**config.mk**
```make
export PLATFORM = sky130hd
export DESIGN_NAME = mhst_ctrl
export DESIGN_NICKNAME = d
export VERILOG_FILES = /design/src/sv/mhst_pkg.sv /design/src/sv/mhst_ctrl.sv
export SDC_FILE = /design/constraint.sdc
export NUM_CORES = 1
export LEC_CHECK = 0
export BUFFER_PORTS_ARGS = -buffer_cell sky130_fd_sc_hd__buf_2
export CORE_AREA = 2 2 39 41
export DETAILED_ROUTE_END_ITERATION = 8
export DIE_AREA = 0 0 41 43
export HOLD_SLACK_MARGIN = 0.08
export PLACE_DENSITY_LB_ADDON = 0.25
export SYNTH_ARGS = -nofsm -noshare
export SYNTH_HDL_FRONTEND = slang
export SYNTH_SLANG_ARGS = --single-unit
export TNS_END_PERCENT = 5
```
**constraint.sdc**
```tcl
create_clock -name clk_i -period 2.75 [get_ports clk_i]
set_input_delay 0.4125 -clock clk_i [delete_from_list [all_inputs] [get_ports clk_i]]
set_output_delay 0.4125 -clock clk_i [all_outputs]
set_load 0.01 [all_outputs]
```
**src/sv/mhst_pkg.sv**
```systemverilog
// ----------------------------------------------------------------------------
// mhst_pkg
// Shared types and constants for the multiplicative hash slot table.
// ----------------------------------------------------------------------------
package mhst_pkg;

  // Field widths of one input word and one result word.
  localparam int unsigned MODE_W  = 2;
  localparam int unsigned VALUE_W = 31;
  localparam int unsigned IDX_W   = 10;
  localparam int unsigned MULT_W  = 32;

  // Reset value of the Q0.32 hash multiplier, about 0.618033.
  localparam logic [MULT_W-1:0] MULT_RESET = 32'd2654431523;

  // Operation codes. The fourth code has no meaning and is served by default arms.
  typedef enum logic [MODE_W-1:0] {
    MODE_INSERT = 2'd0,
    MODE_SEARCH = 2'd1,
    MODE_REMOVE = 2'd2
  } mode_e;

  // Commands from the controller to the datapath.
  typedef struct packed {
    logic load;    // capture an accepted input word
    logic mul;     // register the Q0.32 hash fraction
    logic scale;   // register the hashed slot
    logic read;    // read the addressed table entry
    logic update;  // write back the entry and load the result register
    logic clear;   // clear the entry under the clearing counter
  } cmd_t;

  // Status from the datapath to the controller.
  typedef struct packed {
    logic new_insert;  // the word offered on the input is an insert
    logic clr_last;    // the clearing counter is on the last entry
  } status_t;

endpackage

```
**src/sv/mhst_ctrl.sv**
```systemverilog
// ----------------------------------------------------------------------------
// mhst_ctrl
// Sequencer for the slot table: clearing pass, hash steps, table read and
// write-back, and the output valid flag.
// ----------------------------------------------------------------------------
module mhst_ctrl (
  input  logic             clk_i,
  input  logic             rst_ni,
  input  logic             in_valid_i,
  output logic             in_stall_o,
  output logic             out_valid_o,
  input  logic             out_stall_i,
  input  mhst_pkg::status_t status_i,
  output mhst_pkg::cmd_t    cmd_o
);
  import mhst_pkg::*;

  typedef enum logic [2:0] {
    ST_CLEAR,
    ST_IDLE,
    ST_MUL,
    ST_SCALE,
    ST_READ,
    ST_UPDATE
  } state_e;

  state_e state_q, state_d;
  logic   out_valid_q, out_valid_d;
  logic   res_free;

  // The result register can take a new word when it is empty or being drained.
  assign res_free = !out_valid_q || !out_stall_i;

  // Next state and datapath commands.
  always_comb begin
    state_d     = state_q;
    cmd_o       = '0;
    out_valid_d = out_valid_q && out_stall_i;
    unique case (state_q)
      ST_CLEAR: begin
        cmd_o.clear = 1'b1;
        if (status_i.clr_last) begin
          state_d = ST_IDLE;
        end
      end
      ST_IDLE: begin
        if (in_valid_i) begin
          cmd_o.load = 1'b1;
          state_d    = status_i.new_insert ? ST_MUL : ST_READ;
        end
      end
      ST_MUL: begin
        cmd_o.mul = 1'b1;
        state_d   = ST_SCALE;
      end
      ST_SCALE: begin
        cmd_o.scale = 1'b1;
        state_d     = ST_READ;
      end
      ST_READ: begin
        cmd_o.read = 1'b1;
        state_d    = ST_UPDATE;
      end
      ST_UPDATE: begin
        if (res_free) begin
          cmd_o.update = 1'b1;
          out_valid_d  = 1'b1;
          state_d      = ST_IDLE;
        end
      end
      default: begin
        state_d = ST_IDLE;
      end
    endcase
  end

  // State and the registered output valid.
  always_ff @(posedge clk_i or negedge rst_ni) begin
    if (!rst_ni) begin
      state_q     <= ST_CLEAR;
      out_valid_q <= 1'b0;
    end else begin
      state_q     <= state_d;
      out_valid_q <= out_valid_d;
    end
  end

  assign in_stall_o  = (state_q != ST_IDLE);
  assign out_valid_o = out_valid_q;

endmodule

```
; ---- Word level (Yosys, flattened, before mapping)
; Cells that the tools add are included.
[word_totals]
reg_bits = 4
word_cells = 32
[classes]
n_eq_ne = 9
mux = 15
reduce_logical = 6
[op_table]
columns = cell, n
row1 = $pmux W3 S6, 1
row2 = $mux W3, 4
row3 = $mux W1, 10
row4 = $eq A3 B2 Y1 const B, 2
row5 = $eq A3 B3 Y1 const B, 2
row6 = $ne A2 B2 Y1 const B, 3
row7 = $eq A3 B1 Y1 const B, 1
row8 = $logic_not A3 Y1, 1
row9 = $ne A3 B1 Y1 const B, 1
row10 = $reduce_and A3 Y1, 1
row11 = $logic_not A1 Y1, 2
row12 = $logic_and A1 B1 Y1, 1
row13 = $logic_or A1 B1 Y1, 1

; ---- Depth between registers and ports, before layout
; Gate-level depths: netlist of the first run.
[depth]
ltp_word = 4
depth_mapped = 4
mapped_depth_nobuf = 3

; ---- Least setup slack after synthesis of the first run
; Ideal clock, no wire load.
[synth_timing]
path_kind = reg-to-output
startpoint = reg state_q[0]
endpoint = out cmd_o[5] (netlist name)
arrival_ns = 0.966
setup_slack_ns = 1.372
path_stages_with_launch = 5
n_path_buf = 1
path_cell_list = dfrtp_1 buf_2 nor2b_1 nand2b_1 nor2_1
[synth_rtl]
columns = element, line_no
row1 = start: declaration, mhst_ctrl.sv:27  ; state_e state_q, state_d;
row2 = start signal: assignment, mhst_ctrl.sv:83  ; state_q <= state_d;
row3 = end: declaration, mhst_ctrl.sv:14  ; output mhst_pkg::cmd_t cmd_o

==> results of run 1 <==
[layer usage]
metal	share of wire, %	track usage, %
met5	0	0
met4	0	10.00
met3	7.5	1.571
met2	40	7.813
met1	52	10.06
[flip-flops by register name (all words and copies together), names as in the netlist]
signal	flops
state_q	3
out_valid_o	1
[worst register-to-register path, stage by stage (launching register included)]
cell and delay [ns]:
dfrtp_1 0.46, or3_1 0.40, a21o_1 0.16
[power by group through the flow]
stage	registers (mW)	clock network, mW	logic, mW
global placement	0.127	0	0.153
detailed placement	0.126	0	0.150
global route	0.130	0.0807	0.170
finish	0.127	0.0708	0.151
floorplan	0.0929	0	0.139
CTS	0.125	0.0746	0.153
[metrics by stage]
step	instances	area (sq um)	power, mW
global route	60	346.6	0.3808
floorplan	30	249.0	0.2321
detailed placement	56	314.1	0.2764
CTS	60	346.6	0.3530
global placement	56	314.1	0.2798
finish	60	346.6	0.3486
[area by class of cell]
cell class,instances,share of cell area [%]
clock buffers,3,6.498
repair buffers,14,21.66
inverters,2,2.166
flip-flops and latches,4,28.88
well taps,16,5.776
multi-input cells,21,35.02
[logic make-up (layout without fill, tap and decap cells)]
group / after synthesis / after routing
and+or+nand+nor: 14 / 14
AOI/OAI and AO/OA: 7 / 7
buffers and inverters: 5 / 19
DFF: 4 / 4
[layout by cell type (no fill, tap or decap), drive strengths merged]
| cell type | instances |
|---|---|
| o2bb2ai | 1 |
| o21ai | 1 |
| nor3 | 1 |
| buf | 13 |
| nor3b | 2 |
| a21oi | 4 |
| a21o | 1 |
| nand3 | 1 |
| and3b | 1 |
| or3 | 1 |
| nor2 | 1 |
| nor2b | 1 |
| dfrtp | 4 |
| inv | 2 |
| dlygate4sd3 | 1 |
| clkbuf | 3 |
| nand2b | 3 |
| nand2 | 3 |
[path summary, 6_finish.rpt]
check | slack (ns) | end | depth (start not counted) | from
hold reg to reg | 0.53 | out_valid_o$_DFF_PN0_ | 2 | out_valid_o$_DFF_PN0_
max in group asynchronous | 2.12 | out_valid_o$_DFF_PN0_ | 2 | rst_ni
hold / removal | 0.42 | out_valid_o$_DFF_PN0_ | 3 | out_stall_i
min in group asynchronous | 0.51 | state_q[0]$_DFFE_PN0P_ | 2 | rst_ni
setup / recovery | 1.00 | cmd_o[1] | 4 | state_q[0]$_DFFE_PN0P_
setup reg to reg | 1.62 | state_q[0]$_DFFE_PN0P_ | 2 | state_q[1]$_DFFE_PN0P_
==> metrics.md, run 1 <==
| Metric | Value |
|---|---|
| Status | `finished clean` |
| Clk pin slew, worst setup/hold paths | `around 0.04 ns` |
| Synthesis-stage register bit count | `4` |
| Synth-to-Final Area Change | `39.20%` |
| Synth top area cells | `dfrtp_1 (40%), a21oi_1 (8.0%), nand2b_1 (7.5%)` |
| Tcrit/Tclk final | `63.58%` |
| Max clock buf depth | `2` |
| Drt first pass iters | `2` |
| Final hold slack | `between 0.4 and 0.5 ns` |
| Yosys warning total | `0` |
| Leakage power | `0.1874 nW` |
| Vias in the first global route | `roughly 230` |
| Fin util | `25.05%` |
| Area of the multi-input gates | `around 120 sq um` |
| DP Wirelength | `around 400 microns` |
| Async SR Flop Fraction | `100.0%` |
| DRC viols | `0` |
| Sequential area share after synthesis | `40.20%` |
| Worst path cell trace | `nor2b_1 > nand2_1 > a21oi_1 > buf_2` |
| WS Path Type | `register to output port` |
| Post_cts resized | `0` |
| ANT cells | `0` |
| Net count after synthesis | `36` |
| WL/cell | `9.350 microns` |
| Starting Density | `between 10% and 20%` |
| Fin worst setup slack | `1.002 ns` |
| Largest family of logic cells by synthesized area | `simple AND/OR/NAND/NOR gates` |
| Worst slack at placement | `1.252 ns` |
| Crit path buf inv count | `1` |
| Chip height | `43 microns` |
| Worst Path Required | `2.34 ns` |
| Largest area contributor in the netlist | `dfrtp_1` |
| Slew @ Worst Pin | `between 0.2 and 0.3 ns` |
| Initial antenna violation count | `0` |
| Max Transition Viols Final | `0` |
| Unrepaired setup endpoints after global routing | `false` |
| Hold Crit Class | `input pin to register` |
| Boundary Pins | `14` |
| Sw frac | `40.58%` |
| Clk root buf | `clkbuf_4` |
| Total die area | `~1800 sq um` |
| GR Util All Layers | `~7.5%` |
| Final Skew | `0.001884 ns` |
| Crit-path max FO | `10` |
| Sequential share of power | `36.4%` |
| Setup crit start kind | `register` |
| Cell family with most CP delay | `flip-flops` |
| Mux cell area share after synthesis | `0%` |
| Clk_lat worst skew | `0.23 ns` |
| Die width | `41 microns` |
| Core ar. | `about 1400 sq um` |
| Adder-cell share of the synthesized area | `0%` |
| Routability cong. | `0.6901` |
| Via density | `3.950` |
| Critical-path top delay cell | `dfrtp_1` |
| Layout cells sized above 1 | `36.36%` |
| Port buffer count | `13` |
| Power Dens Cells | `around 1000 nW/um^2` |
| Clk pwr share | `20.3%` |
| Post-synthesis cell area | `249.0 sq um` |
| DR iter-0 viols | `3` |
| Synth Area in Simple Gates | `between 30 and 40%` |
| Layout filler cell count | `around 150` |
| Number of H-tree levels | `1` |
| Power Internal | `0.2071 mW` |
| Via count | `237` |
| Nets@finish | `52` |
| Sequential Area | `100.1 sq um` |
| CTS tree | `done` |
| Combinational cell fraction of total power | `43.3%` |
| Max-Cap Viols | `0` |
| Sw power | `0.1415 mW` |
| FP Rows | `14` |
| First-pass GRT wire length | `814 microns` |
| Final Hold Vio Count | `0` |
| Number of buffers created by CTS | `3` |
| Post-CTS Hold Fix Bufs | `1` |
| Share of the synthesized area in the top cell type | `between 40% and 50%` |
| GR Overflow Total | `0` |
| Number of synthesized flops with an enable pin | `0` |
| Max VDD drop | `about 280 uV` |
| WL final | `561 microns` |
| Fmax | `571.9 MHz` |
| Compound-Gate Fraction of Synth Area | `16.58%` |
| Post-synthesis cell type count | `18` |
| Final setup viols | `0` |
| Synth top cells by count | `a21oi_1 (4), dfrtp_1 (4), nand2_1 (3), nand2b_1 (3)` |
| Syn avg cell area | `8.300 sq um` |
| Post-CTS setup buffers | `0` |
| ANT nets after route | `0` |
| Critical Path Max Stage Delay | `0.48 ns` |
| Max-slew headroom | `about four fifths` |
| Post-synth top flop | `dfrtp_1` |
| Pin count of the biggest net entering global routing | `11` |
| Synthesized instance count | `30` |
| Xor-xnor portion of the synthesized cell area | `0%` |
| Crit path time final | `1.748 ns` |
| Crit path capture type | `output port` |
| Setup TNS | `0 ns` |
| Num Clock Sinks | `4` |
| Worst Path Arrival | `1.34 ns` |
(Power assumes the default switching activity.)
==> inputs of run 2 (changes only) <==
clock period = 1.8 ns   (was 2.75 ns; I/O delays follow)
==> run 2 against run 1 <==
Effect of this change: hold slack worse by 0.14 ns; power grew 51%; combinational power grew 53%; utilization did not move; register-to-register slack worse by 0.94 ns; flip-flop and latch count did not move; die area is the same; first-iteration DRC count grew 100%; non-clock buffer count unchanged; final cell count is the same; critical path type unchanged; highest routed layer unchanged.
==> metrics.md, run 2 (synthesis results as in run 1) <==
| Metric | Value |
|---|---|
| Max VDD drop | `393.7 uV (+41%)` |
| Worst Path Arrival | `1.34 ns (about the same)` |
| ANT nets after route | `0 (unchanged)` |
| FP Rows | `14 (unchanged)` |
| Number of buffers created by CTS | `3 (unchanged)` |
| Worst Path Required | `1.53 ns (-0.81 ns)` |
| WL/cell | `9.250 microns (-1.1%)` |
| GR Overflow Total | `0 (unchanged)` |
| Crit path capture type | `output port` |
| Tcrit/Tclk final | `89.21%` |
| Status | `finished clean` |
| Max clock buf depth | `2 (unchanged)` |
| Setup crit start kind | `register` |
| Unrepaired setup endpoints after global routing | `false` |
| Final Skew | `0.0008217 ns (-0.001062 ns)` |
| Max FFs per register | `3 (unchanged)` |
| Vias in the first global route | `201 (-11%)` |
| Crit-path max FO | `10 (unchanged)` |
| Boundary Pins | `14 (unchanged)` |
| Worst r2r src | `state_q[1]$_DFFE_PN0P_` |
| DP Wirelength | `407.7 microns (+1.2%)` |
| GR Util All Layers | `7.739% (+0.29 points)` |
| Clk pin slew, worst setup/hold paths | `0.03 ns (about the same)` |
| DRC viols | `0 (unchanged)` |
| Final setup viols | `0 (unchanged)` |
| First-pass GRT wire length | `807 microns (-0.86%)` |
| Hold Crit Endpoint | `out_valid_o$_DFF_PN0_` |
| Fin util | `25.05% (unchanged)` |
| Reg-to-reg endpoint | `state_q[0]$_DFFE_PN0P_` |
| Via density | `3.917 (-0.84%)` |
| Worst path cell trace | `nor2b_1 > nand2_1 > a21oi_1 > buf_2` |
| Max Transition Viols Final | `0 (unchanged)` |
| Starting Density | `17.99% (unchanged)` |
| Setup TNS | `0 ns (unchanged)` |
| Fmax | `622.8 MHz` |
| Most frequent cells in the layout | `buf_2 (13), a21oi_1 (4), dfrtp_1 (4)` |
| Area of the multi-input gates | `121.4 sq um (unchanged)` |
| Core ar. | `1384 sq um (unchanged)` |
| Pin count of the biggest net entering global routing | `11 (unchanged)` |
| Clk_lat worst skew | `0.23 ns (about the same)` |
| Routability cong. | `0.6776 (-1.8%)` |
| Port buffer count | `13 (unchanged)` |
| Drt first pass iters | `2 (unchanged)` |
| WL final | `555 microns (-1.1%)` |
| Slew @ Worst Pin | `0.2624 ns (-0.01544 ns)` |
| Total die area | `1763 sq um (unchanged)` |
| Critical-path top delay cell | `dfrtp_1` |
| Layout filler cell count | `152 (+2.7%)` |
| Crit path time final | `1.606 ns` |
| Max-slew headroom | `82.51% (+1.0 points)` |
| Most flop-heavy register | `state_q` |
| Post-CTS setup buffers | `0 (unchanged)` |
| Sequential Area | `100.1 sq um (unchanged)` |
| Final Non-Filler Cells | `60 (unchanged)` |
| Hold Crit Class | `input pin to register` |
| Nets@finish | `52 (unchanged)` |
| R2R setup slack | `0.68 ns (-0.94 ns)` |
| Dpl cells | `56 (unchanged)` |
| Commonest non-fill, non-tap cell in the layout | `buf_2` |
| Cell family with most CP delay | `flip-flops` |
| Clk root buf | `clkbuf_4` |
| Synth-to-Final Area Change | `39.20% (unchanged)` |
| DR iter-0 viols | `6 (+3)` |
| Die width | `41 microns (unchanged)` |
| Min-delay src | `out_stall_i` |
| WS Path Type | `register to output port` |
| Num Clock Sinks | `4 (unchanged)` |
| Critical Path Max Stage Delay | `0.47 ns (about the same)` |
| CTS tree | `done` |
| Crit path buf inv count | `1 (unchanged)` |
| Layout cells sized above 1 | `36.36% (unchanged)` |
| Fin worst setup slack | `0.1942 ns (-0.8074 ns)` |
| Power Dens Cells | `1523 nW/um^2 (+51%)` |
| Initial antenna violation count | `0 (unchanged)` |
| Via count | `235 (-0.84%)` |
| WHS Path Cells | `3 (unchanged)` |
| Leakage power | `0.1874 nW (unchanged)` |
| Post_cts resized | `0 (unchanged)` |
| Worst slack at placement | `0.4456 ns (-0.8060 ns)` |
| Number of H-tree levels | `1 (unchanged)` |
| Max-Cap Viols | `0 (unchanged)` |
| Chip height | `43 microns (unchanged)` |
| Final Hold Vio Count | `0 (unchanged)` |
| ANT cells | `0 (unchanged)` |
| Total power | `0.5279 mW (+51%)` |
| Path depth of the worst reg2reg path | `2 (unchanged)` |
-- run 2: cell counts in the layout (fill, tap and decap cells not counted) --
Identical to the previous run, type by type.
-- run 2: what timing repair did --
| item | 4_1_cts | 5_1_grt |
|---|---|---|
| endpoints found under the hold margin | 4 | 0 |
| hold buffers | 1 | 0 |
| endpoints found under the setup margin | 0 | 0 |
-- run 2: layout make-up --
type | instances | area share [%]
clock buffers | 3 | 6.498
inverters | 2 | 2.166
well taps | 16 | 5.776
flip-flops and latches | 4 | 28.88
multi-input cells | 21 | 35.02
repair buffers | 14 | 21.66
-- run 2: power by group --
group,leakage [nW],internal (mW),switching [mW]
clock,0.0138,0.0743,0.0323
combinational,0.124,0.117,0.114
sequential,0.0500,0.126,0.0649
total,0.187,0.316,0.211
-- run 2: per-stage QoR --
step	hold WS [ns]	instance area [sq um]
finish	0.2734	346.6
global route	0.2871	346.6
CTS	0.2626	346.6
detailed placement	0.07515	314.1
global placement	0.08369	314.1
floorplan	-0.02559	249.0
-- run 2: worst max-delay path by stage --
stage                                 from  endpoint  slack (ns)  cells past startpoint
floorplan           state_q[0]$_DFFE_PN0P_  cmd_o[5]        0.56                      4
global placement    state_q[0]$_DFFE_PN0P_  cmd_o[1]        0.42                      4
detailed placement  state_q[0]$_DFFE_PN0P_  cmd_o[1]        0.45                      4
CTS                 state_q[0]$_DFFE_PN0P_  cmd_o[1]        0.19                      4
global route        state_q[0]$_DFFE_PN0P_  cmd_o[1]         0.1                      4
finish              state_q[0]$_DFFE_PN0P_  cmd_o[1]        0.19                      4
-- run 2: tightest hold or removal path, cell delays in order --
cell     delay, ns
buf_2         0.09
nand2_1       0.06
nand2_1       0.06
-- run 2: per-layer routing --
metal / vias to the layer above / share of wire (%) / GRT usage, %
met1: 96 / 51 / 10.00
met3: 0 / 9.2 / 1.571
met5: - / 0 / 0
li1: 127 / - / -
met4: 0 / 0 / 12.00
met2: 12 / 40 / 7.813
==> inputs of run 3 (changes only) <==
REMOVE_ABC_BUFFERS = 1   (was not set)
==> run 3 against run 2 <==
Effect of this change: count of clock-buffer cells in the layout unchanged; global-route usage decreased by 0.39 points; final cell count unchanged; clock skew increased by 0.0036 ns; sequential power about the same; wire length decreased by 8.1%; combinational power about the same; critical path depth unchanged; non-clock buffer count unchanged; clock power about the same; maximum frequency increased by 1.4%; first-iteration DRC count decreased by 33%; largest cell class unchanged; highest routed layer unchanged.
==> metrics.md, run 3 (synthesis results as in run 1) <==
| Metric | Value |
|---|---|
| Status | `finished clean` |
| Critical-path top delay cell | `dfrtp_1` |
| Post_cts resized | `0 (unchanged)` |
| Chip height | `43 microns (unchanged)` |
| Hold Crit Class | `input pin to register` |
| Crit path time final | `1.584 ns (-0.02155 ns)` |
| Worst Path Arrival | `1.31 ns (-0.03 ns)` |
| Worst path cell trace | `nor2b_1 > nand2_1 > a21oi_1 > buf_2` |
| Worst Path Required | `1.53 ns (about the same)` |
| Initial antenna violation count | `0 (unchanged)` |
| Max Transition Viols Final | `0 (unchanged)` |
| Max-Cap Viols | `0 (unchanged)` |
| Final hold slack | `0.2688 ns (-0.004652 ns)` |
| Final instance area | `346.6 sq um (unchanged)` |
| Routability cong. | `0.6472 (-4.5%)` |
| Pin count of the biggest net entering global routing | `11 (unchanged)` |
| Core ar. | `1384 sq um (unchanged)` |
| Fmax | `631.2 MHz (+1.4%)` |
| First-pass GRT wire length | `793 microns (-1.7%)` |
| FP Rows | `14 (unchanged)` |
| Final Skew | `0.004386 ns (+0.003564 ns)` |
| GR Overflow Total | `0 (unchanged)` |
| Synth-to-Final Area Change | `39.20% (unchanged)` |
| Port buffer count | `13 (unchanged)` |
| DR iter-0 viols | `4 (-2)` |
| Setup crit start kind | `register` |
| Clk root buf | `clkbuf_4` |
| Unrepaired setup endpoints after global routing | `false` |
| Starting Density | `17.99% (unchanged)` |
| Clk_lat worst skew | `0.24 ns (about the same)` |
| Num Clock Sinks | `4 (unchanged)` |
| Number of buffers created by CTS | `3 (unchanged)` |
| Crit path buf inv count | `1 (unchanged)` |
| Nets@finish | `52 (unchanged)` |
| Number of H-tree levels | `1 (unchanged)` |
| Post-CTS setup buffers | `0 (unchanged)` |
| Layout cells sized above 1 | `36.36% (unchanged)` |
| Most frequent cells in the layout | `buf_2 (13), a21oi_1 (4), dfrtp_1 (4)` |
| Max clock buf depth | `2 (unchanged)` |
| ANT cells | `0 (unchanged)` |
| CTS tree | `done` |
| WL/cell | `8.500 microns (-8.1%)` |
| Final Hold Vio Count | `0 (unchanged)` |
| Power Dens Cells | `1526 nW/um^2 (+0.18%)` |
| Tcrit/Tclk final | `88.01% (-1.2 points)` |
| Max-slew headroom | `82.49% (about the same)` |
| ANT nets after route | `0 (unchanged)` |
| Max FFs per register | `3 (unchanged)` |
| Leakage power | `0.1874 nW (unchanged)` |
| WL final | `510 microns (-8.1%)` |
| GR Util All Layers | `7.351% (-0.39 points)` |
| Commonest non-fill, non-tap cell in the layout | `buf_2` |
| Setup TNS | `0 ns (unchanged)` |
| Cell family with most CP delay | `flip-flops` |
| Max VDD drop | `511.8 uV (+30%)` |
| Via density | `3.933 (+0.43%)` |
| Drt first pass iters | `3 (+1)` |
| WS Path Type | `register to output port` |
| Post-CTS Hold Fix Bufs | `1 (unchanged)` |
| Slew @ Worst Pin | `0.2627 ns (+0.0002804 ns)` |
| Most flop-heavy register | `state_q` |
| Crit-path max FO | `10 (unchanged)` |
| Placed cell areas | `314.1 sq um (unchanged)` |
| Crit path capture type | `output port` |
| Clk pin slew, worst setup/hold paths | `0.04 ns (about the same)` |
| Via count | `236 (+0.43%)` |
| Total die area | `1763 sq um (unchanged)` |
| Critical Path Max Stage Delay | `0.48 ns (about the same)` |
| DRC viols | `0 (unchanged)` |
| Boundary Pins | `14 (unchanged)` |
| Final setup viols | `0 (unchanged)` |
| Die width | `41 microns (unchanged)` |
| Vias in the first global route | `179 (-11%)` |
## run 3: cell counts in the layout (fill, tap and decap cells not counted)
Identical to the previous run, type by type.
## run 3: final cells by class
cell class,count,area [sq um]
Clock buffer,3,22.52
Fill cell,148,1037
Inverter,2,7.507
Multi-Input combinational cell,21,121.4
Sequential cell,4,100.1
Tap cell,16,20.02
Timing Repair Buffer,14,75.07
## run 3: tightest hold or removal path: stages
cell,delay (ns)
buf_2,0.08
nand2_1,0.06
nand2_1,0.05
## run 3: per-layer routing
metal,part of all wire [%],track usage (%),routed length [microns],up-vias
met5,0,0,0,-
met4,0,6.000,0,0
met3,12,4.712,60,0
met2,40,6.875,206,14
met1,48,10.71,243,93
li1,-,-,-,129
## run 3: path summary, 6_finish.rpt
check	from	endpoint	slack (ns)	depth (start not counted)
worst max-delay path	state_q[0]$_DFFE_PN0P_	cmd_o[1]	0.22	4
worst min-delay path	out_stall_i	out_valid_o$_DFF_PN0_	0.27	3
worst max register to register	state_q[1]$_DFFE_PN0P_	state_q[0]$_DFFE_PN0P_	0.68	2
worst min register to register	out_valid_o$_DFF_PN0_	out_valid_o$_DFF_PN0_	0.51	2
max in group asynchronous	rst_ni	state_q[1]$_DFFE_PN0P_	1.32	2
min in group asynchronous	rst_ni	state_q[2]$_DFFE_PN0P_	0.36	2
## run 3: stage by stage
step                std cells  worst slack, ns  utilization (%)  power, mW
global placement           56           0.4537            22.69     0.4236
global route               60          0.07622            25.05     0.5864
finish                     60           0.2158            25.05     0.5288
CTS                        60           0.2120            25.05     0.5396
floorplan                  27           0.5776                -     0.3261
detailed placement         56           0.4701            22.69     0.4204
## run 3: where the power goes
part | switching, mW | internal [mW] | total (mW) | leakage, nW
Combinational | 0.112 | 0.116 | 0.228 | 0.124
Sequential | 0.0648 | 0.126 | 0.190 | 0.0500
Clock | 0.0357 | 0.0745 | 0.110 | 0.0138
